[config.mk]
export PLATFORM = sky130hd
export DESIGN_NAME = char_lcd_nibble_sequencer_flat
export DESIGN_NICKNAME = d
export VERILOG_FILES = /design/src/design/clns_pkg.sv /design/src/design/clns_if.sv /design/src/design/clns_front.sv /design/src/design/clns_queue.sv /design/src/design/clns_back.sv /design/src/design/char_lcd_nibble_sequencer.sv /design/src/flat_wrapper.sv
export SDC_FILE = /design/constraint.sdc
export NUM_CORES = 1
export LEC_CHECK = 0
export ABC_CLOCK_PERIOD_IN_PS = 19810
export BUFFER_PORTS_ARGS = -buffer_cell sky130_fd_sc_hd__buf_2
export CORE_ASPECT_RATIO = 1.5
export CORE_MARGIN = 2
export CORE_UTILIZATION = 66
export CTS_BUF_LIST = sky130_fd_sc_hd__clkbuf_4
export DETAILED_ROUTE_END_ITERATION = 10
export PLACE_DENSITY_LB_ADDON = 0.3
export SLEW_MARGIN = 15
export SYNTH_ARGS = -nofsm -noshare
export SYNTH_HDL_FRONTEND = slang
export SYNTH_SLANG_ARGS = --single-unit
[constraint.sdc]
create_clock -name clk -period 19.81 [get_ports clk]
set_input_delay 0.9905 -clock clk [delete_from_list [all_inputs] [get_ports clk]]
set_output_delay 0.9905 -clock clk [all_outputs]
set_load 0.1 [all_outputs]
[src/design/clns_pkg.sv]
// Shared types, command codes, LCD instruction constants and helper functions
// for the character LCD nibble sequencer. No dependencies.

package clns_pkg;

  // Field widths
  localparam int CMD_W      = 3;
  localparam int CODE_W     = 8;
  localparam int COL_W      = 6;
  localparam int SLOT_W     = 3;
  localparam int ROWS_W     = 64;
  localparam int NIB_W      = 4;
  localparam int LINE_LEN_W = 6;
  localparam int NCNT_W     = 5;   // nibble counter, up to 20 nibbles per job

  // Input command codes
  localparam logic [CMD_W-1:0] CMD_INIT   = 3'd0;
  localparam logic [CMD_W-1:0] CMD_PRINT  = 3'd1;
  localparam logic [CMD_W-1:0] CMD_SETPOS = 3'd2;
  localparam logic [CMD_W-1:0] CMD_HOME   = 3'd3;
  localparam logic [CMD_W-1:0] CMD_SHIFT  = 3'd4;
  localparam logic [CMD_W-1:0] CMD_GLYPH  = 3'd5;
  localparam logic [CMD_W-1:0] CMD_RAW_IR = 3'd6;
  localparam logic [CMD_W-1:0] CMD_RAW_DR = 3'd7;

  // Register select
  localparam logic RS_INSTR = 1'b0;
  localparam logic RS_DATA  = 1'b1;

  // LCD instructions
  localparam logic [7:0] LCD_SET_CGRAM = 8'h40;
  localparam logic [7:0] LCD_SHIFT     = 8'h10;
  localparam logic [7:0] LCD_HOME      = 8'h02;
  localparam logic [7:0] LCD_FUNC_SET  = 8'h28;
  localparam logic [7:0] LCD_CLEAR     = 8'h01;
  localparam logic [7:0] LCD_DISP_ON   = 8'h0C;
  localparam logic [7:0] LCD_ENTRY     = 8'h06;
  localparam logic [NIB_W-1:0] LCD_WAKE_NIB  = 4'h3;
  localparam logic [NIB_W-1:0] LCD_4BIT_NIB  = 4'h2;

  localparam logic [LINE_LEN_W-1:0] LINE_LEN_RESET = 6'd16;
  localparam int QUEUE_DEPTH = 2;

  // Job kinds handed from the front end to the nibble emitter
  localparam logic [1:0] JOB_INIT      = 2'd0;
  localparam logic [1:0] JOB_BYTE      = 2'd1;
  localparam logic [1:0] JOB_BYTE_ADDR = 2'd2;
  localparam logic [1:0] JOB_GLYPH     = 2'd3;

  typedef struct packed {
    logic [1:0]        kind;
    logic              rs;     // register select of the first byte
    logic [7:0]        byte0;  // first byte of the job
    logic [ROWS_W-1:0] rows;   // glyph row bytes, first row in MSB
    logic [7:0]        addr;   // trailing set-DDRAM-address byte
  } job_t;

  typedef struct packed {
    logic valid;
    job_t job;
  } q_push_t;

  typedef struct packed {
    logic full;
    logic valid;   // queue not empty
    job_t head;
  } q_stat_t;

  // Set-DDRAM-address instruction: 0x80 | row<<6 | col
  function automatic logic [7:0] ddram_addr(input logic row, input logic [COL_W-1:0] col);
    ddram_addr = {1'b1, row, col};
  endfunction

  // Index of the final nibble of a job
  function automatic logic [NCNT_W-1:0] job_last_idx(input logic [1:0] kind);
    case (kind)
      JOB_INIT:      job_last_idx = 5'd13;
      JOB_BYTE:      job_last_idx = 5'd1;
      JOB_BYTE_ADDR: job_last_idx = 5'd3;
      JOB_GLYPH:     job_last_idx = 5'd19;
      default:       job_last_idx = 5'd1;
    endcase
  endfunction

  // Power-up sequence: three wake nibbles, the 4-bit switch, then five bytes
  function automatic logic [NIB_W-1:0] init_nibble(input logic [3:0] idx);
    logic [7:0] b;
    case (idx[3:1])
      3'd2:    b = LCD_FUNC_SET;
      3'd3:    b = LCD_CLEAR;
      3'd4:    b = LCD_HOME;
      3'd5:    b = LCD_DISP_ON;
      default: b = LCD_ENTRY;
    endcase
    if (idx < 4'd3) begin
      init_nibble = LCD_WAKE_NIB;
    end else if (idx == 4'd3) begin
      init_nibble = LCD_4BIT_NIB;
    end else if (idx[0]) begin
      init_nibble = b[3:0];
    end else begin
      init_nibble = b[7:4];
    end
  endfunction

endpackage

[src/design/clns_if.sv]
// Channel interfaces of the LCD nibble sequencer: command input, nibble
// output and line-length configuration. Depends on clns_pkg.

interface clns_in_if;
  logic                            valid;
  logic                            ready;
  logic [clns_pkg::CMD_W-1:0]      cmd;
  logic [clns_pkg::CODE_W-1:0]     char_code;
  logic                            row;
  logic [clns_pkg::COL_W-1:0]      col;
  logic                            shift_target;
  logic                            shift_dir;
  logic [clns_pkg::SLOT_W-1:0]     glyph_slot;
  logic [clns_pkg::ROWS_W-1:0]     glyph_rows;

  modport source (output valid, cmd, char_code, row, col, shift_target, shift_dir,
                  glyph_slot, glyph_rows, input ready);
  modport sink (input valid, cmd, char_code, row, col, shift_target, shift_dir,
                glyph_slot, glyph_rows, output ready);
endinterface

interface clns_out_if;
  logic                        valid;
  logic                        ready;
  logic                        reg_select;
  logic [clns_pkg::NIB_W-1:0]  nibble;
  logic                        last;

  modport source (output valid, reg_select, nibble, last, input ready);
  modport sink (input valid, reg_select, nibble, last, output ready);
endinterface

interface clns_cfg_if;
  logic                             valid;
  logic                             ready;
  logic [clns_pkg::LINE_LEN_W-1:0]  line_length;

  modport source (output valid, line_length, input ready);
  modport sink (input valid, line_length, output ready);
endinterface

[src/design/clns_front.sv]
// Front end: accepts commands, tracks the cursor and line length, and turns
// each command into a job for the nibble emitter. Depends on clns_pkg, clns_if.

module clns_front (
  input  logic                clk,
  input  logic                rst_n,
  clns_in_if.sink             in_ch,
  clns_cfg_if.sink            cfg_ch,
  input  clns_pkg::q_stat_t   q_stat,
  output clns_pkg::q_push_t   q_push
);

  localparam logic [2:0] DIV_LAST = 3'd6;   // 7 remainder steps

  logic [clns_pkg::LINE_LEN_W-1:0] line_len_r, line_len_nxt;
  logic                            row_r, row_nxt;
  logic [clns_pkg::COL_W-1:0]      col_r, col_nxt;
  logic                            busy_r, busy_nxt;
  logic [2:0]                      div_cnt_r, div_cnt_nxt;
  logic [5:0]                      div_rem_r, div_rem_nxt;
  logic [6:0]                      div_num_r, div_num_nxt;
  logic [clns_pkg::CODE_W-1:0]     code_r, code_nxt;

  logic       accept;
  logic [6:0] len7, next7, diff7, shifted7;
  logic [5:0] rem_step;

  assign cfg_ch.ready = 1'b1;
  assign in_ch.ready  = !q_stat.full && !busy_r;
  assign accept       = in_ch.valid && in_ch.ready;

  // Column arithmetic: zero line length means 64
  assign len7  = (line_len_r == '0) ? 7'd64 : {1'b0, line_len_r};
  assign next7 = {1'b0, col_r} + 7'd1;
  assign diff7 = next7 - len7;

  // One restoring remainder step
  assign shifted7 = {div_rem_r, div_num_r[6]};
  always_comb begin
    if (shifted7 >= len7) begin
      rem_step = 6'(shifted7 - len7);
    end else begin
      rem_step = shifted7[5:0];
    end
  end

  // Command decode and cursor tracking
  always_comb begin
    line_len_nxt = line_len_r;
    row_nxt      = row_r;
    col_nxt      = col_r;
    busy_nxt     = busy_r;
    div_cnt_nxt  = div_cnt_r;
    div_rem_nxt  = div_rem_r;
    div_num_nxt  = div_num_r;
    code_nxt     = code_r;

    q_push.valid     = 1'b0;
    q_push.job.kind  = clns_pkg::JOB_BYTE;
    q_push.job.rs    = clns_pkg::RS_INSTR;
    q_push.job.byte0 = in_ch.char_code;
    q_push.job.rows  = in_ch.glyph_rows;
    q_push.job.addr  = clns_pkg::ddram_addr(row_r, col_r);

    if (cfg_ch.valid && cfg_ch.ready) begin
      line_len_nxt = cfg_ch.line_length;
    end

    if (busy_r) begin
      // wrap needing a full remainder
      div_rem_nxt = rem_step;
      div_num_nxt = {div_num_r[5:0], 1'b0};
      div_cnt_nxt = div_cnt_r + 3'd1;
      if (div_cnt_r == DIV_LAST) begin
        busy_nxt         = 1'b0;
        col_nxt          = rem_step;
        q_push.valid     = 1'b1;
        q_push.job.kind  = clns_pkg::JOB_BYTE_ADDR;
        q_push.job.rs    = clns_pkg::RS_DATA;
        q_push.job.byte0 = code_r;
        q_push.job.addr  = clns_pkg::ddram_addr(row_r, rem_step);
      end
    end else if (accept) begin
      case (in_ch.cmd)
        clns_pkg::CMD_INIT: begin
          row_nxt         = 1'b0;
          col_nxt         = '0;
          q_push.valid    = 1'b1;
          q_push.job.kind = clns_pkg::JOB_INIT;
        end
        clns_pkg::CMD_PRINT: begin
          q_push.job.rs = clns_pkg::RS_DATA;
          if (next7 < len7) begin
            col_nxt      = next7[5:0];
            q_push.valid = 1'b1;
          end else if (diff7 < len7) begin
            col_nxt         = diff7[5:0];
            q_push.valid    = 1'b1;
            q_push.job.kind = clns_pkg::JOB_BYTE_ADDR;
            q_push.job.addr = clns_pkg::ddram_addr(row_r, diff7[5:0]);
          end else begin
            busy_nxt    = 1'b1;
            div_cnt_nxt = '0;
            div_rem_nxt = '0;
            div_num_nxt = next7;
            code_nxt    = in_ch.char_code;
          end
        end
        clns_pkg::CMD_SETPOS: begin
          row_nxt          = in_ch.row;
          col_nxt          = in_ch.col;
          q_push.valid     = 1'b1;
          q_push.job.byte0 = clns_pkg::ddram_addr(in_ch.row, in_ch.col);
        end
        clns_pkg::CMD_HOME: begin
          row_nxt          = 1'b0;
          col_nxt          = '0;
          q_push.valid     = 1'b1;
          q_push.job.byte0 = clns_pkg::LCD_HOME;
        end
        clns_pkg::CMD_SHIFT: begin
          q_push.valid     = 1'b1;
          q_push.job.byte0 = clns_pkg::LCD_SHIFT |
                             {4'b0, in_ch.shift_target, in_ch.shift_dir, 2'b0};
        end
        clns_pkg::CMD_GLYPH: begin
          q_push.valid     = 1'b1;
          q_push.job.kind  = clns_pkg::JOB_GLYPH;
          q_push.job.byte0 = clns_pkg::LCD_SET_CGRAM | {2'b0, in_ch.glyph_slot, 3'b0};
        end
        clns_pkg::CMD_RAW_IR: begin
          q_push.valid = 1'b1;
        end
        default: begin
          q_push.valid  = 1'b1;
          q_push.job.rs = clns_pkg::RS_DATA;
        end
      endcase
    end
  end

  // Control state
  always_ff @(posedge clk) begin
    if (!rst_n) begin
      line_len_r <= clns_pkg::LINE_LEN_RESET;
      row_r      <= 1'b0;
      col_r      <= '0;
      busy_r     <= 1'b0;
    end else begin
      line_len_r <= line_len_nxt;
      row_r      <= row_nxt;
      col_r      <= col_nxt;
      busy_r     <= busy_nxt;
    end
  end

  // Remainder unit datapath
  always_ff @(posedge clk) begin
    div_cnt_r <= div_cnt_nxt;
    div_rem_r <= div_rem_nxt;
    div_num_r <= div_num_nxt;
    code_r    <= code_nxt;
  end

endmodule

[src/design/clns_queue.sv]
// Small job queue between the front end and the nibble emitter.
// Depends on clns_pkg.

module clns_queue #(
  parameter int DEPTH = clns_pkg::QUEUE_DEPTH
) (
  input  logic                clk,
  input  logic                rst_n,
  input  clns_pkg::q_push_t   q_push,
  input  logic                pop,
  output clns_pkg::q_stat_t   q_stat
);

  localparam int PTR_W = (DEPTH > 1) ? $clog2(DEPTH) : 1;
  localparam int CNT_W = $clog2(DEPTH + 1);
  localparam logic [PTR_W-1:0] PTR_LAST = PTR_W'(DEPTH - 1);

  clns_pkg::job_t entries_r [DEPTH];

  logic [PTR_W-1:0] wr_ptr_r, wr_ptr_nxt;
  logic [PTR_W-1:0] rd_ptr_r, rd_ptr_nxt;
  logic [CNT_W-1:0] count_r, count_nxt;
  logic             do_push, do_pop;

  assign do_push = q_push.valid && (count_r != CNT_W'(DEPTH));
  assign do_pop  = pop && (count_r != '0);

  assign q_stat.full  = (count_r == CNT_W'(DEPTH));
  assign q_stat.valid = (count_r != '0);
  assign q_stat.head  = entries_r[rd_ptr_r];

  // Pointer and occupancy update
  always_comb begin
    wr_ptr_nxt = wr_ptr_r;
    rd_ptr_nxt = rd_ptr_r;
    count_nxt  = count_r;
    if (do_push) begin
      wr_ptr_nxt = (wr_ptr_r == PTR_LAST) ? '0 : wr_ptr_r + 1'b1;
    end
    if (do_pop) begin
      rd_ptr_nxt = (rd_ptr_r == PTR_LAST) ? '0 : rd_ptr_r + 1'b1;
    end
    if (do_push && !do_pop) begin
      count_nxt = count_r + 1'b1;
    end else if (do_pop && !do_push) begin
      count_nxt = count_r - 1'b1;
    end
  end

  always_ff @(posedge clk) begin
    if (!rst_n) begin
      wr_ptr_r <= '0;
      rd_ptr_r <= '0;
      count_r  <= '0;
    end else begin
      wr_ptr_r <= wr_ptr_nxt;
      rd_ptr_r <= rd_ptr_nxt;
      count_r  <= count_nxt;
    end
  end

  // Entry storage
  always_ff @(posedge clk) begin
    if (do_push) begin
      entries_r[wr_ptr_r] <= q_push.job;
    end
  end

endmodule

[src/design/clns_back.sv]
// Back end: walks the job at the head of the queue one nibble per cycle (while
// out_ch.ready does not stall) into a registered output stage. Depends on clns_pkg, clns_if.

module clns_back (
  input  logic                clk,
  input  logic                rst_n,
  input  clns_pkg::q_stat_t   q_stat,
  output logic                pop,
  clns_out_if.source          out_ch
);

  logic [clns_pkg::NCNT_W-1:0] cnt_r, cnt_nxt;
  logic                        out_valid_r, out_valid_nxt;
  logic                        rs_r;
  logic [clns_pkg::NIB_W-1:0]  nib_r;
  logic                        last_r;

  clns_pkg::job_t   job;
  logic             load, emit, is_last;
  logic [3:0]       byte_idx;
  logic [2:0]       row_idx;
  logic [7:0]       cur_byte;
  logic             cur_rs;
  logic [clns_pkg::NIB_W-1:0] cur_nib;

  assign job      = q_stat.head;
  assign load     = !out_valid_r || out_ch.ready;
  assign emit     = load && q_stat.valid;
  assign is_last  = (cnt_r == clns_pkg::job_last_idx(job.kind));
  assign pop      = emit && is_last;
  assign byte_idx = cnt_r[4:1];
  assign row_idx  = 3'(byte_idx - 4'd1);

  // Byte and register select for the current nibble
  always_comb begin
    if (byte_idx == 4'd0) begin
      cur_byte = job.byte0;
      cur_rs   = job.rs;
    end else if ((job.kind == clns_pkg::JOB_BYTE_ADDR && byte_idx == 4'd1) ||
                 (job.kind == clns_pkg::JOB_GLYPH && byte_idx == 4'd9)) begin
      cur_byte = job.addr;
      cur_rs   = clns_pkg::RS_INSTR;
    end else begin
      cur_byte = job.rows[{~row_idx, 3'b000} +: 8];
      cur_rs   = clns_pkg::RS_DATA;
    end
  end

  // High nibble first; the init job has its own sequence
  always_comb begin
    if (job.kind == clns_pkg::JOB_INIT) begin
      cur_nib = clns_pkg::init_nibble(cnt_r[3:0]);
    end else if (!cnt_r[0]) begin
      cur_nib = cur_byte[7:4];
    end else begin
      cur_nib = cur_byte[3:0];
    end
  end

  always_comb begin
    cnt_nxt       = cnt_r;
    out_valid_nxt = out_valid_r;
    if (load) begin
      out_valid_nxt = q_stat.valid;
    end
    if (emit) begin
      cnt_nxt = is_last ? '0 : cnt_r + 1'b1;
    end
  end

  always_ff @(posedge clk) begin
    if (!rst_n) begin
      cnt_r       <= '0;
      out_valid_r <= 1'b0;
    end else begin
      cnt_r       <= cnt_nxt;
      out_valid_r <= out_valid_nxt;
    end
  end

  // Output payload register
  always_ff @(posedge clk) begin
    if (emit) begin
      rs_r   <= (job.kind == clns_pkg::JOB_INIT) ? clns_pkg::RS_INSTR : cur_rs;
      nib_r  <= cur_nib;
      last_r <= is_last;
    end
  end

  assign out_ch.valid      = out_valid_r;
  assign out_ch.reg_select = rs_r;
  assign out_ch.nibble     = nib_r;
  assign out_ch.last       = last_r;

endmodule

[src/design/char_lcd_nibble_sequencer.sv]
// Top level of the character LCD nibble sequencer: front end, job queue and
// nibble emitter. Depends on clns_pkg, clns_if and the clns_* modules.
//
// Turns LCD commands into 4-bit bus writes, one nibble per output transaction,
// each tagged with register select and a last flag on the final nibble of the
// command. The output delivers one nibble per cycle unless out_ch.ready stalls
// it; a command is 2 (single byte), 4 (print with wrap), 14 (init) or 20 (glyph)
// nibbles long. The front end accepts a new command in the cycle after the
// previous one while the job queue (QUEUE_DEPTH entries) has room. A print whose
// wrap needs more than one subtraction of the line length (column placed well
// past the line end) goes through the front-end remainder unit before the next
// command is taken. line_length 0 counts as 64. No delays, enable strobes or
// busy-flag polling are generated.

module char_lcd_nibble_sequencer #(
  parameter int QUEUE_DEPTH = clns_pkg::QUEUE_DEPTH
) (
  input  logic       clk,
  input  logic       rst_n,
  clns_cfg_if.sink   cfg_ch,
  clns_in_if.sink    in_ch,
  clns_out_if.source out_ch
);

  clns_pkg::q_push_t q_push;
  clns_pkg::q_stat_t q_stat;
  logic              pop;

  clns_front u_front (
    .clk    (clk),
    .rst_n  (rst_n),
    .in_ch  (in_ch),
    .cfg_ch (cfg_ch),
    .q_stat (q_stat),
    .q_push (q_push)
  );

  clns_queue #(
    .DEPTH (QUEUE_DEPTH)
  ) u_queue (
    .clk    (clk),
    .rst_n  (rst_n),
    .q_push (q_push),
    .pop    (pop),
    .q_stat (q_stat)
  );

  clns_back u_back (
    .clk    (clk),
    .rst_n  (rst_n),
    .q_stat (q_stat),
    .pop    (pop),
    .out_ch (out_ch)
  );

endmodule
[src/flat_wrapper.sv]
// flat-port wrapper written by rule: the top's interface ports become plain ports
module char_lcd_nibble_sequencer_flat 
#(
  parameter int QUEUE_DEPTH = clns_pkg::QUEUE_DEPTH
)
  (clk, rst_n, cfg_ch_valid, cfg_ch_line_length, cfg_ch_ready, in_ch_valid, in_ch_cmd, in_ch_char_code, in_ch_row, in_ch_col, in_ch_shift_target, in_ch_shift_dir, in_ch_glyph_slot, in_ch_glyph_rows, in_ch_ready, out_ch_valid, out_ch_reg_select, out_ch_nibble, out_ch_last, out_ch_ready);
  clns_cfg_if cfg_ch_i ();
  clns_in_if in_ch_i ();
  clns_out_if out_ch_i ();
  input  logic clk;
  input  logic rst_n;
  input wire logic [$bits(cfg_ch_i.valid)-1:0] cfg_ch_valid;
  input wire logic [$bits(cfg_ch_i.line_length)-1:0] cfg_ch_line_length;
  output wire logic [$bits(cfg_ch_i.ready)-1:0] cfg_ch_ready;
  input wire logic [$bits(in_ch_i.valid)-1:0] in_ch_valid;
  input wire logic [$bits(in_ch_i.cmd)-1:0] in_ch_cmd;
  input wire logic [$bits(in_ch_i.char_code)-1:0] in_ch_char_code;
  input wire logic [$bits(in_ch_i.row)-1:0] in_ch_row;
  input wire logic [$bits(in_ch_i.col)-1:0] in_ch_col;
  input wire logic [$bits(in_ch_i.shift_target)-1:0] in_ch_shift_target;
  input wire logic [$bits(in_ch_i.shift_dir)-1:0] in_ch_shift_dir;
  input wire logic [$bits(in_ch_i.glyph_slot)-1:0] in_ch_glyph_slot;
  input wire logic [$bits(in_ch_i.glyph_rows)-1:0] in_ch_glyph_rows;
  output wire logic [$bits(in_ch_i.ready)-1:0] in_ch_ready;
  output wire logic [$bits(out_ch_i.valid)-1:0] out_ch_valid;
  output wire logic [$bits(out_ch_i.reg_select)-1:0] out_ch_reg_select;
  output wire logic [$bits(out_ch_i.nibble)-1:0] out_ch_nibble;
  output wire logic [$bits(out_ch_i.last)-1:0] out_ch_last;
  input wire logic [$bits(out_ch_i.ready)-1:0] out_ch_ready;
  assign cfg_ch_i.valid = cfg_ch_valid;
  assign cfg_ch_i.line_length = cfg_ch_line_length;
  assign cfg_ch_ready = cfg_ch_i.ready;
  assign in_ch_i.valid = in_ch_valid;
  assign in_ch_i.cmd = in_ch_cmd;
  assign in_ch_i.char_code = in_ch_char_code;
  assign in_ch_i.row = in_ch_row;
  assign in_ch_i.col = in_ch_col;
  assign in_ch_i.shift_target = in_ch_shift_target;
  assign in_ch_i.shift_dir = in_ch_shift_dir;
  assign in_ch_i.glyph_slot = in_ch_glyph_slot;
  assign in_ch_i.glyph_rows = in_ch_glyph_rows;
  assign in_ch_ready = in_ch_i.ready;
  assign out_ch_valid = out_ch_i.valid;
  assign out_ch_reg_select = out_ch_i.reg_select;
  assign out_ch_nibble = out_ch_i.nibble;
  assign out_ch_last = out_ch_i.last;
  assign out_ch_i.ready = out_ch_ready;
  char_lcd_nibble_sequencer #(.QUEUE_DEPTH(QUEUE_DEPTH)) u_core (.clk(clk), .rst_n(rst_n), .cfg_ch(cfg_ch_i), .in_ch(in_ch_i), .out_ch(out_ch_i));
endmodule
# Word-level counts from Yosys, hierarchy flattened
# Memory sizes are Yosys's and may differ from the RTL's. A register that Yosys moved wholly into a read port is not among the register bits.
# Cells that the tools add are included.
dict set report word_totals {
  reg_bits 54
  latchBits 0
  ram_bits 164
  romBits 0
  input_bits 98
  out_inout_bits 9
  memories 1
}
# name depth width read_ports rd_ports_with_merged_regs write_ports line_no
set mem_list {}
lappend mem_list {u_core.u_queue.entries_r 2 82 1 1 1 clns_queue.sv:18} ;# clns_pkg::job_t entries_r [DEPTH];
dict set report classes {
  add_sub_neg 10
  n_mul 0
  div_mod_pow 0
  magnitude_cmp 4
  n_eq_ne 24
  shifts 1
  n_mux 66
  bitwise_logic 4
  reduce_logical 34
}
# operator n
set op_table {}
lappend op_table {{$mux W6} 17}
lappend op_table {{$shiftx A64 B7 Y8} 1}
lappend op_table {{$mux W7} 6}
lappend op_table {{$mux W12} 3}
lappend op_table {{$pmux W8 S4} 1}
lappend op_table {{$pmux W6 S4} 1}
lappend op_table {{$mux W4} 5}
lappend op_table {{$pmux W5 S4} 1}
lappend op_table {{$eq A3 B3 Y1 const B} 6}
lappend op_table {{$mux W3} 6}
lappend op_table {{$pmux W6 S3} 1}
lappend op_table {{$mux W1} 17}
lappend op_table {{$mux W8} 2}
lappend op_table {{$lt A7 B7 Y1} 2}
lappend op_table {{$eq A3 B2 Y1 const B} 4}
lappend op_table {{$reduce_and A4 Y1} 3}
lappend op_table {{$logic_and A1 B1 Y1} 10}
lappend op_table {{$reduce_bool A2 Y1} 5}
lappend op_table {{$add A6 B1 Y7 const B} 1}
lappend op_table {{$ge A7 B7 Y1} 1}
lappend op_table {{$sub A7 B7 Y7} 1}
lappend op_table {{$eq A2 B2 Y1 const B} 3}
lappend op_table {{$logic_not A6 Y1} 1}
lappend op_table {{$mux W2} 3}
lappend op_table {{other kinds (32)} 42}

# Logic depth before layout (Yosys ltp)
dict set report logic_depth {
  depth_word 14
  ltp_mapped 19
  depth_no_buf 19
}

# Hierarchy
# A second synthesis with hierarchy kept.
dict set report hier_totals {
  cells_unflattened 848
  hier_area_um2 11359.6
}
# mod n_inst cells_per_inst area_per_inst_um2 seq_area_each_um2
set modules_own_cells {}
lappend modules_own_cells {clns_queue 1 283 6247.2 5084.9}
lappend modules_own_cells {clns_front 1 416 3570.9 991.0}
lappend modules_own_cells {clns_back 1 149 1541.5 300.3}

# Worst setup path after synthesis
# Ideal clock, no wire load.
dict set report synth_timing {
  path_kind {register -> register}
  startpoint {reg u_core.u_front.col_r[0] (netlist name)}
  endpoint {mem u_core.u_queue.entries_r[0][0] (netlist name), enable pin}
  t_arrival_ns 6.721
  required_time_ns 19.276
  path_slack_ns 12.556
  stages_incl_launch_ff 17
  n_path_buf 0
  period_less_slack_ns 7.254
  cell_sequence {dfxtp_1 ha_1 xnor2_1 inv_1 ha_1 nor2b_1 o21ai_0 nand2b_1 a21o_1 a21oi_1 xnor2_1 ha_1 a21oi_1 o21ai_0 o211a_1 a221oi_2 nor2b_1}
}
dict set report synth_between {
  elab_chain_len 11
}
# item line_no
set synth_rtl {}
lappend synth_rtl {{start: declaration} clns_front.sv:17} ;# logic [clns_pkg::COL_W-1:0] col_r, col_nxt;
lappend synth_rtl {{start signal: assignment} clns_front.sv:152} ;# col_r <= col_nxt;
lappend synth_rtl {{$add A6 B1 Y7 (*)} clns_front.sv:34} ;# assign next7 = {1'b0, col_r} + 7'd1;
lappend synth_rtl {{$sub A7 B7 Y7} clns_front.sv:35} ;# assign diff7 = next7 - len7;
lappend synth_rtl {{$lt A7 B7 Y1} clns_front.sv:96} ;# end else if (diff7 < len7) begin
lappend synth_rtl {{$mux W3} clns_front.sv:96}
lappend synth_rtl {{$mux W1 (*)} clns_front.sv:93} ;# if (next7 < len7) begin
lappend synth_rtl {{$mux W1 (*)} clns_front.sv:84} ;# case (in_ch.cmd)
lappend synth_rtl {{$mux W12 (*)} clns_front.sv:83} ;# end else if (accept) begin
lappend synth_rtl {{$mux W12 (*)} clns_front.sv:69} ;# if (busy_r) begin
lappend synth_rtl {{$logic_and A1 B1 Y1 (*)} clns_queue.sv:25} ;# assign do_push = q_push.valid && (count_r != CNT_W'(DEPTH));
lappend synth_rtl {{named net u_core.u_queue.do_push} clns_queue.sv:23} ;# logic do_push, do_pop;
lappend synth_rtl {{$mux W1 (*)} clns_queue.sv:64} ;# if (do_push) begin
lappend synth_rtl {{$mux W1 (not written as such) (*)} clns_queue.sv:65} ;# entries_r[wr_ptr_r] <= q_push.job;
lappend synth_rtl {{end: declaration} clns_queue.sv:18}
# The timed path passes the listed nets; every way through them passes the cells marked *.

# Final worst setup path
dict set report layout_timing {
  startpoint {reg u_core.u_front.col_r[0] (netlist name)}
  endpoint {mem u_core.u_queue.entries_r[0][10] (netlist name), enable pin}
}
# Same word-level chain as after synthesis.

==> results.toml <==
[status]
status = "complete, no violations"

[worst_setup_path]
worstSetupStartpointType = "register"
worst_ep_required_time_ns = 20.04
critPathKind = "register to register"
cp-end-kind = "register"
cp_max_fo = 45
critPathArrivalTime_ns = 5.73

[cells_and_area]
fin_nets = 959
fin_area_mm2 = 0.0114
drive_gt1_share_pct = 25.7
area_delta_synth_final_pct = 11.5

[synth]
synth.yosys.seq_area_share_pct = 62.0
avgSynthCellArea_um2 = 14.5
synth_mux_area_share_pct = 12.2
synth_edf_count = 193
syn-cell-area_mm2 = 0.0102
synth_xor_area_share_pct = 1.96
synth-compound-area-share_pct = 9.01
synth_simple_gate_area_share_pct = 7.60
ys_warn_count = 0
synth_top_family_by_area = "multiplexers"
syn_inst = 702
yosys_register_bits = 219
yosysUniqueCellTypes = 63
syn_nets = 833
synth_top_flop_cell = "edfxtp_1"
synthAdderAreaFrac_pct = 4.20
synth-async-reset-ratio_pct = 0

[power]
ir_drop_v = 0.0000938
swShare_pct = 33.0
power_switching_uw = 426
pwr-share-seq_pct = 49.3
combPwrFrac_pct = 27.0
p_int_uw = 867
powerDensity_mw_per_mm2 = 114
p_leak_nw = 4.15
clkPwrFrac_pct = 23.7

[timing]
fin_skew_ns = 0.0218
hold_violations = 0
fin_crit_sh_pct = 27.7
rsz0062_at_grt = "false"
fmax_ghz = 0.182
drv_slew = 0
fin_crit_ns = 5.49
relSlewSlack_pct = 25.5
finalSetupViolCount = 0
setup_tns_ns = 0
tightest_slew_ns = 1.12

[floorplanning]
die_area_mm2 = 0.0165
core-area_mm2 = 0.0151
chipHeight_um = 156
ios = 107
chipWidth_um = 105
initial_core_util_pct = 67.6
core.rowCount = 55

[cts]
clock_path_buffers = 3
h-tree-depth = 2
cts_setup_buffers = 0
cts_root_buf = "clkbuf_4"
cts_tree = "yes"
clock-sinks = 219
clk_latency_ns = 0.61
numCtsBuffers = 47
clk_pin_slew_worst_paths_ns = 0.08
cts_hold_buf = 0
cts_resized = 0

[drt]
drt-met1-wl_um = 8400
wl_met3_um = 1770
ant_nets = 0
avgViaCountPerCell = 6.32
drc_errors = 0
drt-pass1-iter-count = 5
route.met2.wl_um = 13000
vias = 6691
avgRoutedWirePerCell_um = 22.8
drt_iter0_drc = 515
wl_um = 24100
top_layer = "met4"

[grt]
track_usage_pct = 29.6
grt_pass1_vias = 6921
grt_max_degree = 83
grt_pass1_wl_um = 36800
antenna_found_initial = 1
grt_overflow = 0

[placed_design]
port-buffer-count = 105
hpwlAfterDp_um = 16800
dpl_cell_area_mm2 = 0.0108
gp_congestion = 0.902

[hold_path]
hp-class = "register to register"

[flow_run]
cap_viol_max_count = 0
critical path: stages (launching register included):
cell	delay [ns]
dfxtp_1	0.47
ha_1	0.26
xnor2_1	0.19
inv_1	0.08
ha_1	0.35
nor2b_1	0.15
o21ai_0	0.18
nand2b_1	0.11
a21o_1	0.19
a21oi_1	0.16
xnor2_1	0.14
ha_1	0.28
a21oi_1	0.13
o21ai_0	0.12
o211a_1	0.28
a221oi_2	0.38
nor2b_4	0.95
buf_4	0.65
final timing paths:
check,endpoint,from,slack (ns),cells past startpoint
max,u_core.u_queue.entries_r[0][10],u_core.u_front.col_r[0],14.32,17
min,u_core.u_front.div_num_r[0],u_core.u_front.div_num_r[0],0.48,2
max reg2reg,u_core.u_queue.entries_r[0][10],u_core.u_front.col_r[0],14.32,17
min reg2reg,u_core.u_front.div_num_r[0],u_core.u_front.div_num_r[0],0.48,2
cell usage in the layout (no fill, tap or decap), drive strengths merged, types with 7 or more instances in the layout:
master,instances
edfxtp,193
nand2,56
nand3,13
dfxtp,26
a21oi,23
ha,31
xnor2,16
buf,109
clkbuf,60
nand2b,7
inv,32
mux4,39
mux2i,29
a31oi,9
and2,14
clkinv,18
a221oi,12
nor2,30
nor2b,18
o21ai,32
Yosys cell counts, drive strengths merged, types with 7 or more instances:
cell type / n / area share [%]
clkbuf: 23 / 0.86
edfxtp: 193 / 57
nor2: 30 / 1.1
a221oi: 12 / 1.2
nand3: 13 / 0.64
mux2i: 29 / 2.8
a31oi: 9 / 0.55
buf: 9 / 0.95
o21ai: 32 / 1.6
a21oi: 23 / 1.1
inv: 31 / 1.1
mux4: 39 / 8.9
xnor2: 16 / 1.4
nand2b: 7 / 0.43
and2: 14 / 0.86
dfxtp: 26 / 5.1
nand2: 56 / 2.1
nor2b: 18 / 1.1
ha: 31 / 3.8
sequential cells by signal, indices dropped and copies added, names as in the netlist, 2 cells and up, named ones only:
register                     cells
u_core.u_front.div_rem_r         6
u_core.u_queue.entries_r       164
u_core.u_front.col_r             6
u_core.u_back.cnt_r              5
u_core.u_front.line_len_r        6
u_core.u_back.out_ch.nibble      4
u_core.u_front.div_num_r         7
u_core.u_front.code_r            8
u_core.u_queue.count_r           2
u_core.u_front.div_cnt_r         3
stage by stage:
step / cells / hold slack [ns] / setup WS (ns) / total power, mW / util [%]
global placement: 978 / 0.444 / 14.51 / 0.969 / 71.8
detailed placement: 978 / 0.474 / 14.38 / 0.990 / 71.8
CTS: 1058 / 0.488 / 14.31 / 1.30 / 75.3
finish: 1059 / 0.480 / 14.32 / 1.29 / 75.4
global route: 1059 / 0.520 / 13.86 / 1.34 / 75.4
floorplan: 702 / 0.419 / 12.56 / 0.895 / -
power groups by stage:
| stage | sequential [mW] | combinational (mW) | clock [mW] |
|---|---|---|---|
| final | 0.637 | 0.350 | 0.306 |
| after global routing | 0.643 | 0.371 | 0.329 |
| after CTS | 0.636 | 0.348 | 0.311 |
| after detailed placement | 0.645 | 0.345 | 0 |
| after global placement | 0.635 | 0.333 | 0 |
| after floorplan | 0.679 | 0.216 | 0 |
metal layers:
layer | up-vias | global-route usage, %
met3 | 74 | 5.51
met1 | 3238 | 34.4
met2 | 376 | 53.3
met4 | 0 | 13.1
li1 | 3003 | -
met5 | - | 0
final cells by class:
| class | instances | area, µm² |
|---|---|---|
| Sequential cell | 219 | 6320 |
| Fill cell | 889 | 3710 |
| Multi-Input combinational cell | 420 | 3590 |
| Timing Repair Buffer | 109 | 556 |
| Clock buffer | 60 | 450 |
| Tap cell | 199 | 249 |
| Inverter | 31 | 116 |
| Clock inverter | 20 | 80.1 |
| Antenna cell | 1 | 2.50 |
logic make-up after synthesis:
family / Yosys count
AO/OA/AOI/OAI: 132
XOR/XNOR: 22
adder cells (fa/ha/maj): 33
buffers and inverters: 63
flip-flops: 219
multiplexers: 72
other: 1
AND/OR/NAND/NOR: 160
(Power assumes the default switching activity.)
